===== src/sv/spadf_pkg.sv =====
// Shared types and constants for the stack pool allocator with deferred free.
// Used by the channel interfaces, the top level and the testbench.
// No dependencies.
package spadf_pkg;

	localparam int OFFSET_W = 21;
	localparam int SIZE_W = 22;
	localparam int LIVE_W = 7;
	localparam int STATUS_W = 2;

	localparam int MAX_BLOCKS_DEF = 64;
	localparam int POOL_ADDR_BITS = 21;

	localparam logic [SIZE_W-1:0] CAP_RESET = SIZE_W'(2 * 1024 * 1024);

	typedef enum logic [STATUS_W-1:0] {
		ST_OK       = 2'd0,
		ST_NOROOM   = 2'd1,
		ST_NOTFOUND = 2'd2,
		ST_FULL     = 2'd3
	} status_t;

	typedef enum logic [1:0] {
		S_IDLE,
		S_SRCH,
		S_CASC,
		S_DONE
	} state_t;

	typedef struct packed {
		logic [OFFSET_W-1:0] offset;
		logic [SIZE_W-1:0]   size;
		logic                released;
	} entry_t;

endpackage


===== src/sv/spadf_if.sv =====
// Handshake channels of the allocator: request, response and capacity write.
// Each carries valid, ready and its payload. Depends on spadf_pkg.
interface spadf_req_if;
	logic                           valid;
	logic                           ready;
	logic                           func;
	logic [spadf_pkg::SIZE_W-1:0]   request_size;
	logic [spadf_pkg::OFFSET_W-1:0] free_offset;

	modport source (output valid, func, request_size, free_offset, input ready);
	modport sink (input valid, func, request_size, free_offset, output ready);
endinterface

interface spadf_rsp_if;
	logic                           valid;
	logic                           ready;
	logic [spadf_pkg::STATUS_W-1:0] status;
	logic [spadf_pkg::OFFSET_W-1:0] alloc_offset;
	logic                           deferred;
	logic [spadf_pkg::LIVE_W-1:0]   live_blocks;
	logic [spadf_pkg::SIZE_W-1:0]   used_bytes;

	modport source (output valid, status, alloc_offset, deferred, live_blocks, used_bytes,
		input ready);
	modport sink (input valid, status, alloc_offset, deferred, live_blocks, used_bytes,
		output ready);
endinterface

interface spadf_cfg_if;
	logic                         valid;
	logic                         ready;
	logic [spadf_pkg::SIZE_W-1:0] data;

	modport source (output valid, data, input ready);
	modport sink (input valid, data, output ready);
endinterface


===== src/sv/stack_pool_allocator_deferred_free.sv =====
// Stack pool allocator with deferred free. One request word at a time.
// Allocate: the request is decided in the idle state and its result is loaded into the output
// register from the done state once that register is empty or being read. Free: one entry per
// cycle is read from the top of the stack, searching and then, if the top entry was freed,
// cascading, before the done state loads the result. The next word is taken once the
// result sits in the output register. Reset clears depth, pool top, sequencer and output valid,
// restores the full capacity and leaves the entry RAM as it is.
module stack_pool_allocator_deferred_free #(
	parameter int MAX_BLOCKS = spadf_pkg::MAX_BLOCKS_DEF
) (
	input logic       clk,
	input logic       arst_n,
	spadf_req_if.sink   req,
	spadf_rsp_if.source rsp,
	spadf_cfg_if.sink   cfg
);

	localparam int AW = (MAX_BLOCKS > 1) ? $clog2(MAX_BLOCKS) : 1;
	localparam int DW = $clog2(MAX_BLOCKS + 1);
	localparam int EW = $bits(spadf_pkg::entry_t);
	localparam int OW = spadf_pkg::OFFSET_W;
	localparam int SW = spadf_pkg::SIZE_W;
	localparam logic [32:0] ADDR_LIM = 33'(1) << spadf_pkg::POOL_ADDR_BITS;

	spadf_pkg::state_t  state_q, state_d;
	logic [DW-1:0]      depth_q, depth_d;
	logic [SW-1:0]      top_q, top_d;
	logic [AW-1:0]      idx_q, idx_d;
	logic [SW-1:0]      cap_q;
	logic [OW-1:0]      foff_q;
	spadf_pkg::status_t res_status_q, res_status_d;
	logic [OW-1:0]      res_aoff_q, res_aoff_d;
	logic               res_def_q, res_def_d;

	logic               rsp_valid_q;
	spadf_pkg::status_t rsp_status_q;
	logic [OW-1:0]      rsp_aoff_q;
	logic               rsp_def_q;
	logic [DW-1:0]      rsp_live_q;
	logic [SW-1:0]      rsp_used_q;
	logic               load;

	logic               we;
	logic [AW-1:0]      waddr;
	spadf_pkg::entry_t  wentry;
	logic [EW-1:0]      rd_data;
	spadf_pkg::entry_t  rd_entry;

	logic [SW:0]        size_rnd;
	logic [SW+1:0]      alloc_end;
	logic [SW-1:0]      top_popped;

	spadf_ram #(
		.WIDTH(EW),
		.DEPTH(MAX_BLOCKS)
	) u_entries (
		.clk  (clk),
		.we   (we),
		.waddr(waddr),
		.wdata(EW'(wentry)),
		.raddr(idx_d),
		.rdata(rd_data)
	);

	assign rd_entry = spadf_pkg::entry_t'(rd_data);

	assign size_rnd = ((SW+1)'(req.request_size) + (SW+1)'(3)) & ~((SW+1)'(3));
	assign alloc_end = (SW+2)'(top_q) + (SW+2)'(size_rnd);
	// The pool top never drops below zero when an entry is popped.
	assign top_popped = (top_q < rd_entry.size) ? '0 : top_q - rd_entry.size;

	assign req.ready = (state_q == spadf_pkg::S_IDLE);
	assign cfg.ready = 1'b1;

	always_ff @(posedge clk or negedge arst_n) begin
		if (!arst_n) begin
			state_q <= spadf_pkg::S_IDLE;
			depth_q <= '0;
			top_q <= '0;
			cap_q <= spadf_pkg::CAP_RESET;
			rsp_valid_q <= 1'b0;
		end else begin
			state_q <= state_d;
			depth_q <= depth_d;
			top_q <= top_d;
			if (cfg.valid) begin
				cap_q <= cfg.data;
			end
			if (load) begin
				rsp_valid_q <= 1'b1;
			end else if (rsp.ready) begin
				rsp_valid_q <= 1'b0;
			end
		end
	end

	always_ff @(posedge clk) begin
		idx_q <= idx_d;
		res_status_q <= res_status_d;
		res_aoff_q <= res_aoff_d;
		res_def_q <= res_def_d;
		if (req.valid && req.ready) begin
			foff_q <= req.free_offset;
		end
		if (load) begin
			rsp_status_q <= res_status_q;
			rsp_aoff_q <= res_aoff_q;
			rsp_def_q <= res_def_q;
			rsp_live_q <= depth_q;
			rsp_used_q <= top_q;
		end
	end

	always_comb begin
		state_d = state_q;
		depth_d = depth_q;
		top_d = top_q;
		idx_d = idx_q;
		res_status_d = res_status_q;
		res_aoff_d = res_aoff_q;
		res_def_d = res_def_q;
		we = 1'b0;
		waddr = idx_q;
		wentry = rd_entry;
		load = 1'b0;

		unique case (state_q)
			spadf_pkg::S_IDLE: begin
				if (req.valid) begin
					res_aoff_d = '0;
					res_def_d = 1'b0;
					res_status_d = spadf_pkg::ST_OK;
					state_d = spadf_pkg::S_DONE;
					if (!req.func) begin
						if ((alloc_end > (SW+2)'(cap_q)) || (33'(top_q) >= ADDR_LIM)) begin
							res_status_d = spadf_pkg::ST_NOROOM;
						end else if (depth_q == DW'(MAX_BLOCKS)) begin
							res_status_d = spadf_pkg::ST_FULL;
						end else begin
							we = 1'b1;
							waddr = AW'(depth_q);
							wentry.offset = OW'(top_q);
							wentry.size = SW'(size_rnd);
							wentry.released = 1'b0;
							depth_d = depth_q + DW'(1);
							top_d = SW'(alloc_end);
							res_aoff_d = OW'(top_q);
						end
					end else if (depth_q == '0) begin
						res_status_d = spadf_pkg::ST_NOTFOUND;
					end else begin
						idx_d = AW'(depth_q - DW'(1));
						state_d = spadf_pkg::S_SRCH;
					end
				end
			end
			spadf_pkg::S_SRCH: begin
				// The read word holds the entry at idx_q, issued in the previous cycle.
				if ((rd_entry.offset == foff_q) && !rd_entry.released) begin
					if ((DW'(idx_q) + DW'(1)) == depth_q) begin
						depth_d = DW'(idx_q);
						top_d = top_popped;
						if (idx_q == '0) begin
							state_d = spadf_pkg::S_DONE;
						end else begin
							idx_d = idx_q - AW'(1);
							state_d = spadf_pkg::S_CASC;
						end
					end else begin
						we = 1'b1;
						wentry.released = 1'b1;
						res_def_d = 1'b1;
						state_d = spadf_pkg::S_DONE;
					end
				end else if (idx_q == '0) begin
					res_status_d = spadf_pkg::ST_NOTFOUND;
					state_d = spadf_pkg::S_DONE;
				end else begin
					idx_d = idx_q - AW'(1);
				end
			end
			spadf_pkg::S_CASC: begin
				// Entries already released below the popped top go with it.
				if (rd_entry.released) begin
					depth_d = depth_q - DW'(1);
					top_d = top_popped;
					if (depth_q == DW'(1)) begin
						state_d = spadf_pkg::S_DONE;
					end else begin
						idx_d = idx_q - AW'(1);
					end
				end else begin
					state_d = spadf_pkg::S_DONE;
				end
			end
			spadf_pkg::S_DONE: begin
				if (!rsp_valid_q || rsp.ready) begin
					load = 1'b1;
					state_d = spadf_pkg::S_IDLE;
				end
			end
			default: begin
				state_d = spadf_pkg::S_IDLE;
			end
		endcase
	end

	assign rsp.valid = rsp_valid_q;
	assign rsp.status = rsp_status_q;
	assign rsp.alloc_offset = rsp_aoff_q;
	assign rsp.deferred = rsp_def_q;
	assign rsp.live_blocks = spadf_pkg::LIVE_W'(rsp_live_q);
	assign rsp.used_bytes = rsp_used_q;

endmodule


===== src/sv/spadf_ram.sv =====
// Generic single-write, single-read RAM with a registered read port.
// No dependencies.
module spadf_ram #(
	parameter int WIDTH = 8,
	parameter int DEPTH = 64
) (
	input  logic                     clk,
	input  logic                     we,
	input  logic [$clog2(DEPTH)-1:0] waddr,
	input  logic [WIDTH-1:0]         wdata,
	input  logic [$clog2(DEPTH)-1:0] raddr,
	output logic [WIDTH-1:0]         rdata
);

	logic [WIDTH-1:0] mem_q [DEPTH];

	always_ff @(posedge clk) begin
		if (we) begin
			mem_q[waddr] <= wdata;
		end
		rdata <= mem_q[raddr];
	end

endmodule


===== src/flat_wrapper.sv =====
// flat-port wrapper written by rule: the top's interface ports become plain ports
module stack_pool_allocator_deferred_free_flat 
#(
	parameter int MAX_BLOCKS = spadf_pkg::MAX_BLOCKS_DEF
)
  (clk, arst_n, req_valid, req_func, req_request_size, req_free_offset, req_ready, rsp_valid, rsp_status, rsp_alloc_offset, rsp_deferred, rsp_live_blocks, rsp_used_bytes, rsp_ready, cfg_valid, cfg_data, cfg_ready);
  spadf_req_if req_i ();
  spadf_rsp_if rsp_i ();
  spadf_cfg_if cfg_i ();
  input logic clk;
  input logic arst_n;
  input wire logic [$bits(req_i.valid)-1:0] req_valid;
  input wire logic [$bits(req_i.func)-1:0] req_func;
  input wire logic [$bits(req_i.request_size)-1:0] req_request_size;
  input wire logic [$bits(req_i.free_offset)-1:0] req_free_offset;
  output wire logic [$bits(req_i.ready)-1:0] req_ready;
  output wire logic [$bits(rsp_i.valid)-1:0] rsp_valid;
  output wire logic [$bits(rsp_i.status)-1:0] rsp_status;
  output wire logic [$bits(rsp_i.alloc_offset)-1:0] rsp_alloc_offset;
  output wire logic [$bits(rsp_i.deferred)-1:0] rsp_deferred;
  output wire logic [$bits(rsp_i.live_blocks)-1:0] rsp_live_blocks;
  output wire logic [$bits(rsp_i.used_bytes)-1:0] rsp_used_bytes;
  input wire logic [$bits(rsp_i.ready)-1:0] rsp_ready;
  input wire logic [$bits(cfg_i.valid)-1:0] cfg_valid;
  input wire logic [$bits(cfg_i.data)-1:0] cfg_data;
  output wire logic [$bits(cfg_i.ready)-1:0] cfg_ready;
  assign req_i.valid = req_valid;
  assign req_i.func = req_func;
  assign req_i.request_size = req_request_size;
  assign req_i.free_offset = req_free_offset;
  assign req_ready = req_i.ready;
  assign rsp_valid = rsp_i.valid;
  assign rsp_status = rsp_i.status;
  assign rsp_alloc_offset = rsp_i.alloc_offset;
  assign rsp_deferred = rsp_i.deferred;
  assign rsp_live_blocks = rsp_i.live_blocks;
  assign rsp_used_bytes = rsp_i.used_bytes;
  assign rsp_i.ready = rsp_ready;
  assign cfg_i.valid = cfg_valid;
  assign cfg_i.data = cfg_data;
  assign cfg_ready = cfg_i.ready;
  stack_pool_allocator_deferred_free #(.MAX_BLOCKS(MAX_BLOCKS)) u_core (.clk(clk), .arst_n(arst_n), .req(req_i), .rsp(rsp_i), .cfg(cfg_i));
endmodule

===== config.mk =====
export PLATFORM = sky130hd
export DESIGN_NAME = stack_pool_allocator_deferred_free_flat
export DESIGN_NICKNAME = d
export VERILOG_FILES = /design/src/sv/spadf_pkg.sv /design/src/sv/spadf_if.sv /design/src/sv/stack_pool_allocator_deferred_free.sv /design/src/sv/spadf_ram.sv /design/src/flat_wrapper.sv
export SDC_FILE = /design/constraint.sdc
export NUM_CORES = 2
export LEC_CHECK = 0
export CAP_MARGIN = 30
export CORE_UTILIZATION = 50
export CTS_BUF_LIST = sky130_fd_sc_hd__clkbuf_8
export DETAILED_ROUTE_END_ITERATION = 10
export DONT_BUFFER_PORTS = 1
export GPL_TIMING_DRIVEN = 0
export RECOVER_POWER = 25
export REMOVE_ABC_BUFFERS = 1
export SETUP_SLACK_MARGIN = 0.15
export SYNTH_ARGS = -nofsm -noshare
export SYNTH_HDL_FRONTEND = slang
export SYNTH_HIERARCHICAL = 1
export SYNTH_SLANG_ARGS = --single-unit

===== constraint.sdc =====
create_clock -name clk -period 9 [get_ports clk]
set_input_delay 0.45 -clock clk [delete_from_list [all_inputs] [get_ports clk]]
set_output_delay 0.45 -clock clk [all_outputs]
set_load 0.01 [all_outputs]

==> impl_results.md <==
- Status: finished, violations left
- Violated checks: capacitance limit, slew limit
- Pwr Total: 55800 µW
- Final Hold Viols: 0
- Initial antenna violation count: 23
- Tcrit/Tclk final: 97.6%
- Bufs and invs on worst path: 3
- WHS Endpoint: u_core/u_entries/mem_q[14][8]$_DFFE_PP_
- Vias: 61542
- Die footprint: 0.238 mm²
- Largest net degree at the start of global routing: between 60 and 70
- Mapped Cells: around 5600
- CP Capture Type: flop
- Number of library cell types mapped by synthesis: 87
- IO Port Bufs: 0
- TritonCTS buffer count: 484
- Area share of the leading cell type in the synthesized netlist: 74.2%
- Die H: 488 µm
- CTS tree: built
- Depth of the most critical reg-to-reg path: 17
- Worst-Skew Late Latency: 1170 ps
- CP Launch Type: flop
- Synth Flop Type: edfxtp_1
- Vias per Instance: 6.30
- Detailed-placement wirelength estimate: approximately 200 mm
- Total grt overflow: 0
- Filler instances: 16697
- FFs w/ async S/R, synth: approximately 1.8%
- Worst clock skew: 105 ps
- Num ports: 127
- CP required: 9880 ps
- EDFF count, synth: 2914
- Critical Path AT: 9670 ps
- DRC viols: 0
- Clock tree root buffer cell: clkbuf_8
- Seq cells post-synth: 3018
- Slowest CP cell: a21oi_1
- Post-Layout Cell Count: 9768
- Reg2Reg Launch Point: u_core/u_entries/rdata[35]$_DFF_P_
- Register area share after synthesis: between 70% and 80%
- Peak supply drop: around 0.00033 V
- Die width: 488 µm
- Final Max Slew Viols: ~1200
- Area contributors post-synth: edfxtp_1 74%, mux4_2 13%, dfrtp_1 1.1%
- Final nets: 6401
- Worst-path clk slew: 60 ps
- Average size of a mapped cell: 21.1 µm²
- MaxCap Viol Count: 29
- Multi-input gate area: 0.0268 mm²
- Hold Path Origin: req_request_size[7]
- Area Overhead vs Synth: 16.4%
- Hold crit path type: in2reg
- Post-DRT Antenna Nets: 0
- Crit path cell chain: xor2_1, nor4_1, clkbuf_1, nand4_1, nor3_1, nand2_1, o21ai_0, o2bb2ai_1, a2111oi_0, a21oi_1, clkbuf_2, nand3_1, o221ai_1, a21oi_1, a21oi_1, clkbuf_1, a221oi_1
- Routed len/inst: 32.8 µm
- Critical Path Most Common Cell: a21oi_1
- Synth warn: 6
- Min Tclk post-route: 8780 ps
- GRT Util Overall: a little over a quarter
- WHS: 179 ps
- DRT Wirelength: around 320 mm
- DRT iter0 DRCs: about 7400
- Clock Tree Buf Depth: 4
- Crit. Startpoint: u_core/u_entries/rdata[35]$_DFF_P_
- Min-Delay Path Depth: 2
- Slew HR: -111%
- H-tree depth: 5
- Max Freq: between 0.1 and 0.15 GHz
- First-pass GRT wire length: 455 mm
- # rows: 177
- Layout cell share with drive strength beyond 1: a little over a quarter
- Register area: ~0.09 mm²
- Post-synth top area cell: edfxtp_1
- Static Leak: between 0.04 and 0.05 µW
- CTS sink cnt: 3018
- Core footprint: 0.234 mm²
- Top Family by Delay on Critical Path: compound AO/OA/AOI/OAI gates
- Initial core utilization: 50.5%
- Gpl congestion: 0.854
- Worst slew pin tran: 3140 ps
- # placed instances: 8713
- R2R Setup Slk: 220 ps
- Worst Path Max Fanout: 22
- Netlist Area Pre-Place: about 0.12 mm²
- Vias in the first global route: 62472
- PwrDens: just over 400 mW/mm²
- Unrepaired setup endpoints after global routing: no
- Final setup viols: 0
- TritonRoute pass-1 iters: 8
- Reg2Reg Capture Point: u_core/u_entries/rdata[17]$_DFF_P_
- CP Class: reg2reg
- Delay of the slowest critical-path stage: 1700 ps
## what timing repair did
action,in CTS,in global routing
endpoints found under the setup margin,1304,77
endpoints found under the hold margin,150,0
pin swaps,30,5
resized for setup,1,0
buffers inserted,43,7
hold buffers,119,0
## where the power goes
part,switching (µW),internal [µW]
Sequential,554,18200
Clock,5270,5580
Combinational,15000,11100
## metrics by stage
| step | cell area [µm²] | setup slack [ps] | TNS [ps] | utilization (%) |
|---|---|---|---|---|
| after global placement | 120000 | -141970 | - | 51.5 |
| final | 137000 | 217 | 0 | 58.8 |
| after floorplan | 116000 | -50180 | -2288200 | - |
| after detailed placement | 127000 | -1370 | -1639640 | 54.4 |
| after CTS | 137000 | 0.824 | 0 | 58.8 |
| after global routing | 137000 | 85.5 | 0 | 58.7 |
## cell usage after synthesis (10+ instances only)
cell / n
buf_2: 54
edfxtp_1: 2914
buf_1: 18
o21ai_0: 79
o221ai_1: 24
a21oi_1: 117
a21o_1: 19
a311oi_1: 13
dfxtp_1: 50
o22ai_1: 101
nand2b_1: 12
nor2_1: 150
nand3_1: 53
nor2b_1: 32
nand3b_1: 11
xor2_1: 42
nand4_1: 15
mux2_2: 63
xnor2_1: 43
mux2i_1: 76
a221oi_1: 76
clkbuf_1: 156
and2_1: 12
a211oi_1: 20
ha_1: 79
nor3_1: 40
buf_4: 70
mux4_2: 697
a31oi_1: 19
o211ai_1: 12
nand2_1: 112
inv_1: 81
o2111ai_1: 10
a22o_1: 75
a22oi_1: 37
o21a_1: 13
dfrtp_1: 53
and4_1: 12
## area by class of cell
cell class | count | area share [%]
multi-input combinational | 2183 | 19.5
clock buffer | 508 | 5.09
antenna | 6 | 0.0109
tap | 3132 | 2.85
sequential | 3018 | 65.5
timing repair buffer | 480 | 5.51
clock inverter | 359 | 1.34
inverter | 82 | 0.224
## routing by layer
metal  track usage (%)  part of all wire, %  wire length (µm)  up-vias
li1                  -                    -                 -    24962
met1              39.1                   41            131000    33088
met2              42.8                   48            152000     3058
met3              5.35                  9.1             29200      422
met4              7.27                  2.3              7390       12
met5                 0                0.026                82        -
## logic make-up after synthesis
group           after synthesis  share of synthesized area (%)
flops                      3018                           76.2
mux                         837                           14.6
compound gates              688                           4.15
simple gates                491                           2.02
buf+inv                     388                           1.57
xor+xnor                     85                          0.631
fa+ha+maj                    81                          0.872
other cells                   1                        0.00318
## state kept, by name, indices dropped and copies added (netlist names)
signal / flops
u_core/idx_q: 6
u_core/rsp.deferred: 1
u_core/foff_q: 21
u_core/rsp.alloc_offset: 21
u_core/depth_q: 7
u_core/u_entries/mem_q: 2816
u_core/rsp.status: 2
u_core/rsp.used_bytes: 22
u_core/res_status_q: 2
u_core/rsp.live_blocks: 7
u_core/res_aoff_q: 21
u_core/rsp.valid: 1
u_core/cap_q: 22
u_core/top_q: 22
u_core/u_entries/rdata: 44
u_core/res_def_q: 1
u_core/state_q: 2
## worst reg2reg max path, cell delays in order, from the launching register on
cell       delay [ps]
dfxtp_1           560
xor2_1            280
nor4_1            430
clkbuf_1          470
nand4_1           470
nor3_1            540
nand2_1           190
o21ai_0           120
o2bb2ai_1         130
a2111oi_0         110
a21oi_1          1700
clkbuf_2          880
nand3_1          1010
o221ai_1          530
a21oi_1           180
a21oi_1           240
clkbuf_1          480
a221oi_1          220
## worst max-delay path by stage
stage                                                to  slack (ps)  depth (start not counted)
2_1_floorplan        u_core/u_entries/rdata[19]$_DFF_P_      -50180                         15
4_1_cts        u_core/u_entries/mem_q[41][29]$_DFFE_PP_         0.8                         22
3_3_place_gp         u_core/u_entries/rdata[19]$_DFF_P_     -141970                         11
5_1_grt         u_core/u_entries/mem_q[36][0]$_DFFE_PP_          90                         18
3_5_place_dp   u_core/u_entries/mem_q[31][29]$_DFFE_PP_       -1370                         27
6_report             u_core/u_entries/rdata[17]$_DFF_P_         220                         17
## layout by cell type (no fill, tap or decap), types with 21 or more instances in the layout
cell / count
o22ai_1: 101
buf_12: 223
inv_1: 252
dfxtp_1: 50
dfrtp_1: 53
nand3_1: 53
buf_4: 52
nor3_1: 38
a21oi_1: 118
xnor2_1: 43
buf_16: 45
ha_1: 79
o221ai_1: 24
mux2i_1: 74
mux4_2: 697
o21ai_0: 79
clkinv_1: 116
clkbuf_8: 508
a211oi_1: 21
dlygate4sd3_1: 116
edfxtp_1: 2914
mux2_1: 31
a22oi_1: 37
clkinv_2: 49
mux2_2: 32
a22o_1: 75
clkbuf_1: 25
nand2_1: 109
xor2_1: 42
nor2_4: 63
a221oi_1: 76
nor2b_1: 28
nor2_1: 86
No activity file was read; power rests on OpenSTA's default activity.
